==> src/rtl/core/wslc_pkg.sv <==
`timescale 1ns / 1ps
// Shared types, widths and reset values for the windowed sound level classifier.
// No dependencies; used by wslc_regs and windowed_sound_level_classifier_core.
package wslc_pkg;

    // Field widths.
    localparam int SAMPLE_BITS = 12;
    localparam int THR_BITS    = 12;
    localparam int WIN_BITS    = 8;
    localparam int BIN_BITS    = 8;
    localparam int CMP_BITS    = (SAMPLE_BITS > THR_BITS) ? SAMPLE_BITS : THR_BITS;

    // Configuration port geometry.
    localparam int ADDR_BITS = 4;
    localparam int DATA_BITS = 32;

    // Reset values of the configuration registers.
    localparam logic [WIN_BITS-1:0] WINDOW_RESET = 8'd6;
    localparam logic [THR_BITS-1:0] LOUD_RESET   = 12'd3495;
    localparam logic [THR_BITS-1:0] NOISY_RESET  = 12'd3695;
    localparam logic [THR_BITS-1:0] NORMAL_RESET = 12'd3895;

    // Saturation value of a bin.
    localparam logic [BIN_BITS-1:0] BIN_MAX = {BIN_BITS{1'b1}};

    // Sound levels as reported on the result channel.
    typedef enum logic [1:0] {
        LVL_NORMAL  = 2'd0,
        LVL_NOISY   = 2'd1,
        LVL_LOUD    = 2'd2,
        LVL_SILENCE = 2'd3
    } level_t;

    // Register indexes, taken from paddr[3:2].
    typedef enum logic [1:0] {
        REG_WINDOW = 2'd0,
        REG_LOUD   = 2'd1,
        REG_NOISY  = 2'd2,
        REG_NORMAL = 2'd3
    } reg_idx_t;

    // Configuration as seen by the datapath.
    typedef struct packed {
        logic [WIN_BITS-1:0] window_length;
        logic [THR_BITS-1:0] loud_threshold;
        logic [THR_BITS-1:0] noisy_threshold;
        logic [THR_BITS-1:0] normal_threshold;
    } cfg_t;

endpackage

==> src/rtl/core/windowed_sound_level_classifier_core.sv <==
`timescale 1ns / 1ps
// Top level of the windowed sound level classifier: input register, binning and
// decision logic, result register. Depends on wslc_pkg and wslc_regs.
//
// Usage:
//   Samples enter on the sample channel (sample_valid / sample_ready / sample),
//   one beat per sample. Each sample advances a window counter; when the counter
//   passes window_length the dominant level of the window is emitted as one beat
//   on the result channel (result_valid / result_ready / level, repeated), then
//   the bins are cleared and the current sample is binned. Silence is reported
//   when no bin counted; ties go to the louder level.
//   An accepted sample is held in the input register, and the decision on it
//   is captured in the result register once the result slot is free.
//   Throughput: one sample per cycle while result_ready is high, set by the
//   decision logic between the input register and the result register.
//   Stall: while a result waits for result_ready the input register still takes
//   one sample; further samples are held off until the result is taken.
//   Reset: rst_n clears the counter, bins, last emitted level and both pipeline
//   valids, and loads the default thresholds and window length. The user writes
//   configuration via the APB-style port only while idle; it is not enforced.
module windowed_sound_level_classifier_core (
    input  logic                             clk,
    input  logic                             rst_n,
    input  logic                             psel,
    input  logic                             penable,
    input  logic                             pwrite,
    input  logic [wslc_pkg::ADDR_BITS-1:0]   paddr,
    input  logic [wslc_pkg::DATA_BITS-1:0]   pwdata,
    output logic [wslc_pkg::DATA_BITS-1:0]   prdata,
    output logic                             pready,
    input  logic                             sample_valid,
    output logic                             sample_ready,
    input  logic [wslc_pkg::SAMPLE_BITS-1:0] sample,
    output logic                             result_valid,
    input  logic                             result_ready,
    output logic [1:0]                       level,
    output logic                             repeated
);
    import wslc_pkg::*;

    cfg_t cfg;

    // Input register.
    logic                   in_valid_reg;
    logic [SAMPLE_BITS-1:0] in_sample_reg;

    // Block state.
    logic [WIN_BITS-1:0] count_reg, count_next;
    logic [BIN_BITS-1:0] bin_reg [3];
    logic [BIN_BITS-1:0] bin_next [3];
    level_t              last_level_reg;
    logic                last_valid_reg;

    // Result register.
    logic   out_valid_reg;
    level_t out_level_reg;
    logic   out_rep_reg;

    // Datapath signals.
    logic                out_free;
    logic                advance;
    logic [WIN_BITS-1:0] count_inc;
    logic                emit;
    level_t              dom_level;
    logic [BIN_BITS-1:0] dom_count;
    logic                dom_rep;
    logic [CMP_BITS-1:0] s_ext;
    logic [BIN_BITS-1:0] base [3];
    logic                hit [3];

    wslc_regs u_regs (
        .clk     (clk),
        .rst_n   (rst_n),
        .psel    (psel),
        .penable (penable),
        .pwrite  (pwrite),
        .paddr   (paddr),
        .pwdata  (pwdata),
        .prdata  (prdata),
        .pready  (pready),
        .cfg     (cfg)
    );

    // Handshake: the input register moves on whenever the result slot is free.
    assign out_free     = !out_valid_reg || result_ready;
    assign advance      = in_valid_reg && out_free;
    assign sample_ready = !in_valid_reg || out_free;

    always_ff @(posedge clk or negedge rst_n)
    begin
        if (!rst_n)
        begin
            in_valid_reg <= 1'b0;
        end
        else if (sample_ready)
        begin
            in_valid_reg <= sample_valid;
        end
    end

    always_ff @(posedge clk)
    begin
        if (sample_valid && sample_ready)
        begin
            in_sample_reg <= sample;
        end
    end

    // Window counter and end-of-window detection.
    assign count_inc = count_reg + 1'b1;
    assign emit      = count_inc > cfg.window_length;

    // Dominant level: a later (louder) bin wins a tie, empty bins never win.
    always_comb
    begin
        dom_level = LVL_SILENCE;
        dom_count = '0;
        if (bin_reg[LVL_NORMAL] != '0)
        begin
            dom_level = LVL_NORMAL;
            dom_count = bin_reg[LVL_NORMAL];
        end
        if (bin_reg[LVL_NOISY] != '0 && bin_reg[LVL_NOISY] >= dom_count)
        begin
            dom_level = LVL_NOISY;
            dom_count = bin_reg[LVL_NOISY];
        end
        if (bin_reg[LVL_LOUD] != '0 && bin_reg[LVL_LOUD] >= dom_count)
        begin
            dom_level = LVL_LOUD;
            dom_count = bin_reg[LVL_LOUD];
        end
    end

    assign dom_rep = last_valid_reg && (last_level_reg == dom_level);

    // Threshold tests in priority order loud, noisy, normal.
    assign s_ext = CMP_BITS'(in_sample_reg);

    always_comb
    begin
        hit[LVL_LOUD]   = s_ext <= CMP_BITS'(cfg.loud_threshold);
        hit[LVL_NOISY]  = !hit[LVL_LOUD] && (s_ext <= CMP_BITS'(cfg.noisy_threshold));
        hit[LVL_NORMAL] = !hit[LVL_LOUD] && !hit[LVL_NOISY]
                          && (s_ext <= CMP_BITS'(cfg.normal_threshold));
    end

    // Next counter and bins: clear at the end of a window, then bin the sample.
    always_comb
    begin
        count_next = emit ? '0 : count_inc;
        for (int i = 0; i < 3; i++)
        begin
            base[i]     = emit ? '0 : bin_reg[i];
            bin_next[i] = (hit[i] && base[i] != BIN_MAX) ? base[i] + 1'b1 : base[i];
        end
    end

    // State registers.
    always_ff @(posedge clk or negedge rst_n)
    begin
        if (!rst_n)
        begin
            count_reg      <= '0;
            bin_reg[0]     <= '0;
            bin_reg[1]     <= '0;
            bin_reg[2]     <= '0;
            last_level_reg <= LVL_NORMAL;
            last_valid_reg <= 1'b0;
        end
        else if (advance)
        begin
            count_reg  <= count_next;
            bin_reg[0] <= bin_next[0];
            bin_reg[1] <= bin_next[1];
            bin_reg[2] <= bin_next[2];
            if (emit)
            begin
                last_level_reg <= dom_level;
                last_valid_reg <= 1'b1;
            end
        end
    end

    // Result register.
    always_ff @(posedge clk or negedge rst_n)
    begin
        if (!rst_n)
        begin
            out_valid_reg <= 1'b0;
        end
        else if (out_free)
        begin
            out_valid_reg <= advance && emit;
        end
    end

    always_ff @(posedge clk)
    begin
        if (advance && emit)
        begin
            out_level_reg <= dom_level;
            out_rep_reg   <= dom_rep;
        end
    end

    assign result_valid = out_valid_reg;
    assign level        = out_level_reg;
    assign repeated     = out_rep_reg;

`ifndef NO_ASSERTIONS
    // A shown result always follows a recorded emission.
    a_emit_recorded: assert property (@(posedge clk) disable iff (!rst_n)
        out_valid_reg |-> last_valid_reg)
        else $error("result shown without a recorded emission");

    // A repeated flag means the shown level is the last emitted level.
    a_repeat_match: assert property (@(posedge clk) disable iff (!rst_n)
        (out_valid_reg && out_rep_reg) |-> (out_level_reg == last_level_reg))
        else $error("repeated flag disagrees with last emitted level");

    // Ending a window restarts the counter.
    a_count_restart: assert property (@(posedge clk) disable iff (!rst_n)
        (advance && emit) |=> (count_reg == '0))
        else $error("window counter not cleared after a decision");
`endif

endmodule

==> src/rtl/core/wslc_regs.sv <==
`timescale 1ns / 1ps
// APB-style configuration register bank for the sound level classifier.
// Depends on wslc_pkg for register indexes, widths and reset values.
module wslc_regs (
    input  logic                           clk,
    input  logic                           rst_n,
    input  logic                           psel,
    input  logic                           penable,
    input  logic                           pwrite,
    input  logic [wslc_pkg::ADDR_BITS-1:0] paddr,
    input  logic [wslc_pkg::DATA_BITS-1:0] pwdata,
    output logic [wslc_pkg::DATA_BITS-1:0] prdata,
    output logic                           pready,
    output wslc_pkg::cfg_t                 cfg
);
    import wslc_pkg::*;

    cfg_t     cfg_reg;
    reg_idx_t idx;
    logic     wr_en;

    // The register index is the word address.
    assign idx    = reg_idx_t'(paddr[3:2]);
    assign pready = 1'b1;
    assign wr_en  = psel && penable && pwrite && pready;
    assign cfg    = cfg_reg;

    // Register writes in the access phase.
    always_ff @(posedge clk or negedge rst_n)
    begin
        if (!rst_n)
        begin
            cfg_reg.window_length    <= WINDOW_RESET;
            cfg_reg.loud_threshold   <= LOUD_RESET;
            cfg_reg.noisy_threshold  <= NOISY_RESET;
            cfg_reg.normal_threshold <= NORMAL_RESET;
        end
        else if (wr_en)
        begin
            case (idx)
                REG_WINDOW: cfg_reg.window_length    <= pwdata[WIN_BITS-1:0];
                REG_LOUD:   cfg_reg.loud_threshold   <= pwdata[THR_BITS-1:0];
                REG_NOISY:  cfg_reg.noisy_threshold  <= pwdata[THR_BITS-1:0];
                REG_NORMAL: cfg_reg.normal_threshold <= pwdata[THR_BITS-1:0];
                default:    cfg_reg <= cfg_reg;
            endcase
        end
    end

    // Read-back multiplexer.
    always_comb
    begin
        case (idx)
            REG_WINDOW: prdata = DATA_BITS'(cfg_reg.window_length);
            REG_LOUD:   prdata = DATA_BITS'(cfg_reg.loud_threshold);
            REG_NOISY:  prdata = DATA_BITS'(cfg_reg.noisy_threshold);
            REG_NORMAL: prdata = DATA_BITS'(cfg_reg.normal_threshold);
            default:    prdata = '0;
        endcase
    end

endmodule

==> config.mk <==
export PLATFORM = sky130hd
export DESIGN_NAME = windowed_sound_level_classifier_core
export DESIGN_NICKNAME = d
export VERILOG_FILES = /design/src/rtl/core/wslc_pkg.sv /design/src/rtl/core/windowed_sound_level_classifier_core.sv /design/src/rtl/core/wslc_regs.sv
export SDC_FILE = /design/constraint.sdc
export NUM_CORES = 1
export LEC_CHECK = 0
export ABC_AREA = 1
export BUFFER_PORTS_ARGS = -buffer_cell sky130_fd_sc_hd__buf_2
export CAP_MARGIN = 5
export CORE_MARGIN = 4
export CORE_UTILIZATION = 25
export DETAILED_ROUTE_END_ITERATION = 12
export SYNTH_ARGS = -nofsm -noshare
export SYNTH_HDL_FRONTEND = slang
export SYNTH_HIERARCHICAL = 1
export SYNTH_SLANG_ARGS = --single-unit
==> constraint.sdc <==
create_clock -name clk -period 4.1 [get_ports clk]
set_input_delay 0 -clock clk [delete_from_list [all_inputs] [get_ports clk]]
set_output_delay 0 -clock clk [all_outputs]
set_load 0.01 [all_outputs]
==> flow_metrics.env, run 1 <==
export IMPL_drive_above_1_share_pct=15.2
export IMPL_crit_required_ns=4.39
export IMPL_yosysUniqueCellTypes=45
export IMPL_min_from="penable"
export IMPL_yosysSeqAreaShare_pct=36.6
export IMPL_met1_usage_pct=15.5
export IMPL_synth_edf_count=15
export IMPL_cts_made_buffers=9
export IMPL_fillers=2878
export IMPL_place_gp_congestion=0.791
export IMPL_skew_ns=0.0118
export IMPL_rows=60
export IMPL_syn2layout_area_growth_pct=15.4
export IMPL_ys_flop_type="dfrtp_1"
export IMPL_postSynth_asyncResetShare_pct=84.4
export IMPL_insertion_delay_ns=0.37
export IMPL_hold_end="u_regs/cfg[25]"
export IMPL_ir_drop_mv=0.216
export IMPL_cts_sinks=96
export IMPL_netlist_instances=908
export IMPL_clk_pin_slew_ns=0.08
export IMPL_setup_tns_ns=0
export IMPL_setup_worst_path_class="reg2reg"
export IMPL_r2r_end="bin_reg[4]"
export IMPL_grt_pass1_wl_um=28400
export IMPL_r2r_start="count_reg[2]"
export IMPL_drc=0
export IMPL_netlist_area_leader_share_pct=19.3
export IMPL_dp_cells=1280
export IMPL_post_drt_wl_per_cell_um=12.7
export IMPL_timing_slew_headroom_pct=46.5
export IMPL_grt_busiest_layer="met2"
export IMPL_root_buffer="clkbuf_16"
export IMPL_critPathMaxFanout=14
export IMPL_crit_path_start_kind="flop"
export IMPL_hold_path_depth=5
export IMPL_fmax_ghz=0.297
export IMPL_hold_class="in2reg"
export IMPL_cts_tree="yes"
export IMPL_antenna_found_initial=0
export IMPL_use_met2_pct=18.1
export IMPL_clock_path_buffers=2
export IMPL_yosys_warnings=6
export IMPL_vias=5899
export IMPL_cts_setup_buffers=0
export IMPL_period_minus_slack_ns=3.37
export IMPL_drv_slew=0
export IMPL_powerDensity_nw_per_um2=551
export IMPL_drt_wl_total_um=16800
export IMPL_viasPerCell=4.46
export IMPL_dr_pass1_iters=5
export IMPL_final_nets=1097
export IMPL_fin_crit_sh_pct=82.3
export IMPL_maxCapViolCount=0
export IMPL_die_area_um2=30200
export IMPL_worstMarginPinSlew_ns=0.803
export IMPL_largest_reg_flops=44
export IMPL_die_width_um=174
export IMPL_leakagePower_nw=4.01
export IMPL_synthTopCellsByArea="dfrtp_1 (19%), nand2_1 (18%), ha_1 (12%)"
export IMPL_synth_top_cell_by_area="dfrtp_1"
export IMPL_n_antenna_cell=0
export IMPL_syn_area_um2=6870
export IMPL_grt_ovfl_total=0
export IMPL_use_met3_pct=1.85
export IMPL_port_buffers=49
export IMPL_initial_core_util_pct=25.5
export IMPL_netlist_top_cells_count="nand2_1 (327), inv_1 (107), ha_1 (64), nand3_1 (63), dfrtp_1 (53)"
export IMPL_drtIter0Drc=379
export IMPL_outcome="finished clean"
export IMPL_final_core_util_pct=29.4
export IMPL_p_total_mw=4.37
export IMPL_synth_avg_cell_area_um2=7.56
export IMPL_final_hold_violation_count=0
export IMPL_rrSetupSlack_ns=0.73
export IMPL_ff2ff_path_depth=22
export IMPL_fin_hold_ws_ns=0.143
export IMPL_track_usage_pct=11.3
export IMPL_fp_coreArea_um2=27000
export IMPL_cp_end_kind="flop"
export IMPL_synth_most_common_cell="nand2_1"
export IMPL_cts_htree_levels=3
export IMPL_dp_hpwl_um=12800
export IMPL_grt_pass1_vias=5632
export IMPL_rsz0062_at_grt="no"
export IMPL_postRouteAntennaNets=0
export IMPL_final_cells=1324
export IMPL_grt_max_degree=59
export IMPL_fp_dieH_um=174
export IMPL_setup_viol=0
export IMPL_io_pin_count=93
export IMPL_cp_arrival_ns=3.66
export IMPL_postCtsResizedCells=0
export IMPL_synth_seq_cells=96
stage by stage:
step	worst slack (ns)	instance area, µm²
2_1_floorplan	1.15	6940
5_1_grt	0.338	7930
4_1_cts	0.733	7930
6_report	0.728	7930
3_3_place_gp	0.827	7330
3_5_place_dp	0.760	7330
worst max path at each step:
stage                     depth (start not counted)          end          from  slack, ns
after floorplan                                  23   bin_reg[5]  count_reg[2]       1.15
after global placement                           22  bin_reg[20]  count_reg[2]       0.83
after detailed placement                         22   bin_reg[4]  count_reg[2]       0.76
after CTS                                        22   bin_reg[4]  count_reg[2]       0.73
after global routing                             23   bin_reg[5]  count_reg[2]       0.34
final                                            22   bin_reg[4]  count_reg[2]       0.73
area by class of cell:
cell class              instances  area, µm²  share of cell area, %
clock buffers                   9        225                   2.84
clock inverters                 7       85.1                   1.07
inverters                     117        442                   5.57
multi-input cells             673       3680                   46.4
flip-flops and latches         96       2510                   31.7
well taps                     341        427                   5.38
repair buffers                 81        558                   7.04
cells in the final DEF (no fill, tap or decap), drive strengths merged, types with 4 or more instances in the layout:
master	synthesis	layout
nand3	68	68
nor3	4	4
a21oi	29	29
xor2	9	9
conb	2	21
dlygate4sd3	0	28
dfstp	28	28
nand2	338	338
xnor2	5	5
buf	37	53
inv	117	121
nor4	4	4
o21bai	4	4
nand4	25	25
nor2	60	60
ha	64	64
dfrtp	53	53
clkbuf	4	9
edfxtp	15	15
o21ai	25	25
power by group:
part | switching [mW] | leakage, nW | internal [mW]
sequential | 0.230 | 1.13 | 1.25
combinational | 1.25 | 2.74 | 0.732
clock | 0.425 | 0.146 | 0.486
total | 1.90 | 4.01 | 2.47
cell families (layout without fill, tap and decap cells):
logic type,Yosys count,count (layout),synth area share [%]
adders and majority gates,64,64,11.7
AOI/OAI and AO/OA,68,68,5.63
and+or+nand+nor,506,506,33.3
other,2,21,0.109
buffers and inverters,158,214,10.9
xor gates and xnor gates,14,14,1.79
DFF,96,96,36.6
per-layer routing:
layer	wire length, µm	up-vias
met5	0	-
met4	391	0
li1	-	3002
met3	679	23
met2	7570	120
met1	8140	2754
critical path, stage by stage, from the launching register on:
cell and delay [ns]:
dfrtp_1 0.40, nand2_1 0.07, inv_1 0.08, nand4_1 0.14, nor2_1 0.13, nand2_1 0.07
xor2_1 0.16, inv_1 0.06, ha_1 0.29, a21o_1 0.18, nor2_1 0.13, nand2_1 0.10
nand2_4 0.20, inv_4 0.10, nor2_1 0.14, ha_1 0.16, inv_1 0.05, nor2_1 0.20
nand4_2 0.17, nand3_2 0.17, inv_2 0.05, nand2_1 0.06, xor2_1 0.15
repair_timing:
item                                    4_1_cts  5_1_grt
hold buffers                                 28        0
hold endpoints to repair                     98        0
endpoints found under the setup margin        0        0
Note: power is estimated with default switching activity, not from simulation.
==> run 2, diff against run 1 <==
- clock period: 4.1 -> 3.39 ns (I/O delays scaled with it)
==> run 2 against run 1 <==
Sequential share of layout area decreased by 0.30 points. Flip-flop and latch count unchanged. Total power increased by 23%. Via count increased by 0.15%. Maximum frequency increased by 7.2%. Global-route usage increased by 0.28 points. Die area unchanged.
==> flow_metrics.env, run 2 (same netlist as run 1, synthesis figures left out) <==
export IMPL_pre_cts_slack_ns=0.226
export IMPL_fmax_ghz=0.318
export IMPL_cts_sinks=96
export IMPL_root_buffer="clkbuf_16"
export IMPL_timing_slew_headroom_pct=42.7
export IMPL_drc=0
export IMPL_grt_pass1_vias=5942
export IMPL_final_cell_area_um2=8000
export IMPL_outcome="finished clean"
export IMPL_switchingPower_mw=2.34
export IMPL_final_nets=1106
export IMPL_clock_path_buffers=2
export IMPL_final_core_util_pct=29.7
export IMPL_critical_path_startpoint="count_reg[2]"
export IMPL_critPathMaxFanout=9
export IMPL_setup_tns_ns=0
export IMPL_rrSetupSlack_ns=0.24
export IMPL_powerDensity_nw_per_um2=672
export IMPL_dp_hpwl_um=13200
export IMPL_layout_commonest_cell="nand2_1"
export IMPL_grt_max_degree=67
export IMPL_layout_common_cells="nand2_1 (327), inv_1 (107), ha_1 (64), nand3_1 (63), dfrtp_1 (53)"
export IMPL_n_antenna_cell=0
export IMPL_hold_path_depth=5
export IMPL_p_seq_share_pct=32.9
export IMPL_grt_pass1_wl_um=29200
export IMPL_r2r_end="bin_reg[17]"
export IMPL_leakagePower_nw=4.04
export IMPL_combPwrFrac_pct=48.3
export IMPL_largest_reg_flops=44
export IMPL_dr_pass1_iters=5
export IMPL_vias=5908
export IMPL_track_usage_pct=11.6
export IMPL_clk_pin_slew_ns=0.07
export IMPL_ir_drop_mv=0.222
export IMPL_drive_above_1_share_pct=16.0
export IMPL_insertion_delay_ns=0.36
export IMPL_fillers=2842
export IMPL_p_sw_share_pct=43.5
export IMPL_setup_worst_path_class="reg2reg"
export IMPL_dp_cells=1285
export IMPL_r2r_start="count_reg[2]"
export IMPL_maxCapViolCount=0
export IMPL_hold_class="in2reg"
export IMPL_rsz0062_at_grt="no"
export IMPL_internal_power_mw=3.04
export IMPL_fin_hold_ws_ns=0.152
export IMPL_drtIter0Drc=368
export IMPL_cts_htree_levels=3
export IMPL_cp_end_kind="flop"
export IMPL_cp_arrival_ns=3.39
export IMPL_rows=60
export IMPL_initial_core_util_pct=25.5
export IMPL_cts_made_buffers=9
export IMPL_post_drt_wl_per_cell_um=12.8
export IMPL_fin_crit_sh_pct=92.8
export IMPL_p_total_mw=5.38
export IMPL_fp_dieH_um=174
export IMPL_clockPowerShare_pct=18.8
export IMPL_setup_viol=0
export IMPL_viasPerCell=4.43
export IMPL_ff2ff_path_depth=22
export IMPL_antenna_found_initial=0
export IMPL_fp_coreArea_um2=27000
export IMPL_final_cells=1333
export IMPL_die_area_um2=30200
export IMPL_place_gp_congestion=0.821
export IMPL_worstMarginPinSlew_ns=0.859
export IMPL_cp_endpoint="bin_reg[17]"
export IMPL_grt_ovfl_total=0
export IMPL_port_buffers=49
export IMPL_cts_tree="yes"
export IMPL_drv_slew=0
export IMPL_crit_path_start_kind="flop"
export IMPL_period_minus_slack_ns=3.15
export IMPL_crit_required_ns=3.64
export IMPL_fin_ws_ns=0.245
export IMPL_io_pin_count=93
export IMPL_syn2layout_area_growth_pct=16.5
export IMPL_final_hold_violation_count=0
export IMPL_die_width_um=174
export IMPL_skew_ns=0.0114
export IMPL_drt_wl_total_um=17100
export IMPL_postRouteAntennaNets=0
export IMPL_placed_area_um2=7370
run 2: power by group through the flow:
stage,Sequential [mW],Clock [mW],Combinational [mW]
detailed placement,1.79,0,2.45
finish,1.77,1.01,2.60
global route,1.81,1.09,3.05
CTS,1.77,1.05,2.49
floorplan,1.71,0,1.92
global placement,1.79,0,2.39
run 2: timing repair:
action	in CTS	in global routing
hold endpoints to repair	97	0
setup endpoints to repair	0	7
hold buffers	28	0
buffers inserted	0	2
resized for setup	0	4
run 2: worst min path at each step:
stage	from	endpoint	slack (ns)
after floorplan	rst_n	bin_reg[0]	-0.30
after global placement	rst_n	u_regs/cfg[33]	0.17
after detailed placement	rst_n	u_regs/cfg[20]	0.17
after CTS	penable	u_regs/cfg[24]	0.15
after global routing	penable	u_regs/cfg[34]	0.17
final	penable	u_regs/cfg[37]	0.15
run 2: cell type report:
class                           instances  area [µm²]  area share [%]
Inverter                              117         442            5.52
Clock buffer                           11         254            3.17
Tap cell                              341         427            5.33
Clock inverter                          5        40.0           0.500
Timing Repair Buffer                   88         611            7.63
Multi-Input combinational cell        675        3720            46.4
Sequential cell                        96        2510            31.4
run 2: worst max-delay path, cell delays in order, from the launching register on:
cell     delay (ns)
dfrtp_1        0.41
nand2_1        0.07
inv_1          0.09
nand4_1        0.12
nor2_1         0.11
nand2_1        0.06
xor2_1         0.16
inv_1          0.06
ha_1           0.28
a21o_1         0.18
nor2_1         0.14
nand2_1        0.11
nand2_4        0.10
inv_4          0.07
nor2_1         0.13
ha_1           0.21
nand3_1        0.16
nor2_4         0.19
nand2_2        0.13
nand2_2        0.11
nand2_1        0.05
nand3_1        0.06
nand2_1        0.05
run 2: layer usage:
metal  GRT usage (%)  part of all wire, %  wire (µm)
met4            4.35                  2.3        393
met2            19.0                   45       7720
met5               0                    0          0
met3            1.68                  4.4        745
met1            15.6                   48       8230
==> run 3, diff against run 2 <==
- CORE_MARGIN: 4 -> default
==> run 3 against run 2 <==
Worst setup slack better by 0.078 ns. Clock power is 6% higher. Sequential share of layout area is 0.063 points lower. Routed wire length is 1.6% lower. Flip-flop and latch count stayed put. Final cell count stayed put. Critical path depth stayed put. Non-clock buffer count is 2 higher. Register-to-register slack better by 0.08 ns. Critical path type unchanged. Critical endpoint is now bin_reg[5]. Largest cell class unchanged.
==> flow_metrics.env, run 3 (same netlist as run 1, synthesis figures left out) <==
export IMPL_outcome="finished clean"
export IMPL_syn2layout_area_growth_pct=16.8
export IMPL_dp_hpwl_um=12900
export IMPL_cpMostUsedCell="nand2_1"
export IMPL_insertion_delay_ns=0.36
export IMPL_hold_path_depth=5
export IMPL_crit_path_start_kind="flop"
export IMPL_grt_pass1_wl_um=28100
export IMPL_port_buffers=49
export IMPL_timing_slew_headroom_pct=40.0
export IMPL_drive_above_1_share_pct=16.5
export IMPL_cts_sinks=96
export IMPL_grt_ovfl_total=0
export IMPL_io_pin_count=93
export IMPL_period_minus_slack_ns=3.07
export IMPL_grt_max_degree=69
export IMPL_antenna_found_initial=0
export IMPL_fillers=2870
export IMPL_drc=0
export IMPL_root_buffer="clkbuf_16"
export IMPL_layout_commonest_cell="nand2_1"
export IMPL_ff2ff_path_depth=22
export IMPL_leakagePower_nw=4.05
export IMPL_place_gp_congestion=0.820
export IMPL_maxCapViolCount=0
export IMPL_skew_ns=0.00888
export IMPL_setup_tns_ns=0
export IMPL_pre_cts_slack_ns=0.189
export IMPL_dr_pass1_iters=5
export IMPL_fp_coreArea_um2=27000
export IMPL_initial_core_util_pct=25.5
export IMPL_fin_ws_ns=0.322
export IMPL_drt_wl_total_um=16800
export IMPL_n_antenna_cell=0
export IMPL_drtIter0Drc=333
export IMPL_die_width_um=168
export IMPL_ir_drop_mv=0.250
export IMPL_r2r_start="count_reg[3]"
export IMPL_final_nets=1106
export IMPL_setup_viol=0
export IMPL_powerDensity_nw_per_um2=672
export IMPL_p_seq_share_pct=32.7
export IMPL_crit_required_ns=3.68
export IMPL_clock_path_buffers=2
export IMPL_cp_num_buf_inv=5
export IMPL_rows=60
export IMPL_cp_end_kind="flop"
export IMPL_track_usage_pct=12.4
export IMPL_fin_crit_sh_pct=90.5
export IMPL_placed_area_um2=7380
export IMPL_crit_family="simple AND/OR/NAND/NOR gates"
export IMPL_clockPowerShare_pct=19.9
export IMPL_combPwrFrac_pct=47.5
export IMPL_drv_slew=0
export IMPL_cp_arrival_ns=3.36
export IMPL_min_from="penable"
export IMPL_clk_pin_slew_ns=0.07
export IMPL_largest_reg_flops=44
export IMPL_die_area_um2=28100
export IMPL_postRouteAntennaNets=0
export IMPL_rrSetupSlack_ns=0.32
export IMPL_worstMarginPinSlew_ns=0.900
export IMPL_final_cell_area_um2=8020
export IMPL_hold_end="u_regs/cfg[31]"
export IMPL_viasPerCell=4.43
export IMPL_p_sw_share_pct=43.3
export IMPL_hold_class="in2reg"
export IMPL_vias=5901
export IMPL_cts_tree="yes"
export IMPL_r2r_end="bin_reg[5]"
export IMPL_internal_power_mw=3.06
export IMPL_final_hold_violation_count=0
export IMPL_fp_dieH_um=168
export IMPL_cp_slowest_cell="dfrtp_1"
export IMPL_cts_made_buffers=9
export IMPL_post_drt_wl_per_cell_um=12.6
export IMPL_rsz0062_at_grt="no"
export IMPL_grt_pass1_vias=5684
export IMPL_switchingPower_mw=2.33
export IMPL_layout_common_cells="nand2_1 (327), inv_1 (107), ha_1 (64), nand3_1 (62), dfrtp_1 (52)"
export IMPL_cp_cell_sequence="nand2_1 -> inv_1 -> nand4_1 -> nor2_1 -> nand2_1 -> xor2_1 -> inv_1 -> ha_1 -> nand2_1 -> nor2_2 -> nand4_2 -> nand2_4 -> inv_4 -> nor2_1 -> ha_1 -> inv_1 -> nor2_2 -> nand4_2 -> nand3_4 -> inv_2 -> nand2_1 -> xor2_1"
export IMPL_critPathMaxFanout=9
export IMPL_fmax_ghz=0.326
export IMPL_cpPeakStageDelay_ns=0.38
export IMPL_cts_htree_levels=3
export IMPL_setup_worst_path_class="reg2reg"
==> run 3: changes by cell type in the layout (fill, tap and decap cells not counted), moves of 2 or more <==
cell and delta:
buf_4 +2, inv_6 +2, nor2_1 -2, nor2_2 +2
==> run 3: tightest hold or removal path, stage by stage <==
cell and delay (ns):
buf_2 0.11, nand3_2 0.17, nor2_4 0.12, nand2_1 0.07, nand2_1 0.05
==> run 3: worst max path at each step <==
stage                       startpoint  slack, ns     endpoint  cells after the start
final                     count_reg[3]       0.32   bin_reg[5]                     22
after global routing      count_reg[2]       0.01  bin_reg[11]                     23
after CTS                 count_reg[2]       0.15   bin_reg[5]                     22
after detailed placement  count_reg[2]       0.19   bin_reg[5]                     22
after global placement    count_reg[2]       0.26   bin_reg[5]                     22
after floorplan           count_reg[2]       0.44   bin_reg[5]                     23
==> run 3: per-stage QoR <==
step           std cells  util, %  hold WS (ns)  total power [mW]
2_1_floorplan        927        -        -0.296              3.63
4_1_cts             1330     29.6         0.134              5.36
5_1_grt             1333     29.8         0.189              5.93
6_report            1333     29.8         0.145              5.39
3_3_place_gp        1286     27.4         0.179              4.18
3_5_place_dp        1286     27.4         0.179              4.23
==> run 3: final cells by class <==
class                   count  area (µm²)  share of cell area (%)
clock buffers               9         225                    2.81
clock inverters             7        80.1                   0.998
inverters                 117         442                    5.51
multi-input cells         673        3710                    46.2
flip-flops and latches     96        2510                    31.3
well taps                 341         427                    5.32
repair buffers             90         626                    7.80
==> run 3: power by group through the flow <==
| stage | clock, mW | combinational [mW] | sequential [mW] |
|---|---|---|---|
| floorplan | 0 | 1.92 | 1.71 |
| global route | 1.14 | 2.98 | 1.80 |
| finish | 1.07 | 2.56 | 1.76 |
| detailed placement | 0 | 2.46 | 1.78 |
| global placement | 0 | 2.40 | 1.78 |
| CTS | 1.10 | 2.50 | 1.76 |
==> run 3: layer usage <==
layer / wire length [µm] / part of all wire, % / global-route usage (%)
met5: 0 / 0 / 0
met4: 346 / 2.1 / 4.87
met3: 775 / 4.6 / 1.82
met2: 7580 / 45 / 20.0
met1: 8110 / 48 / 16.7
==> run 3: what timing repair did <==
action	CTS	global route
hold buffers	28	0
gates resized for setup	0	8
endpoints found under the setup margin	0	19
hold endpoints to repair	107	0
setup buffers	0	3
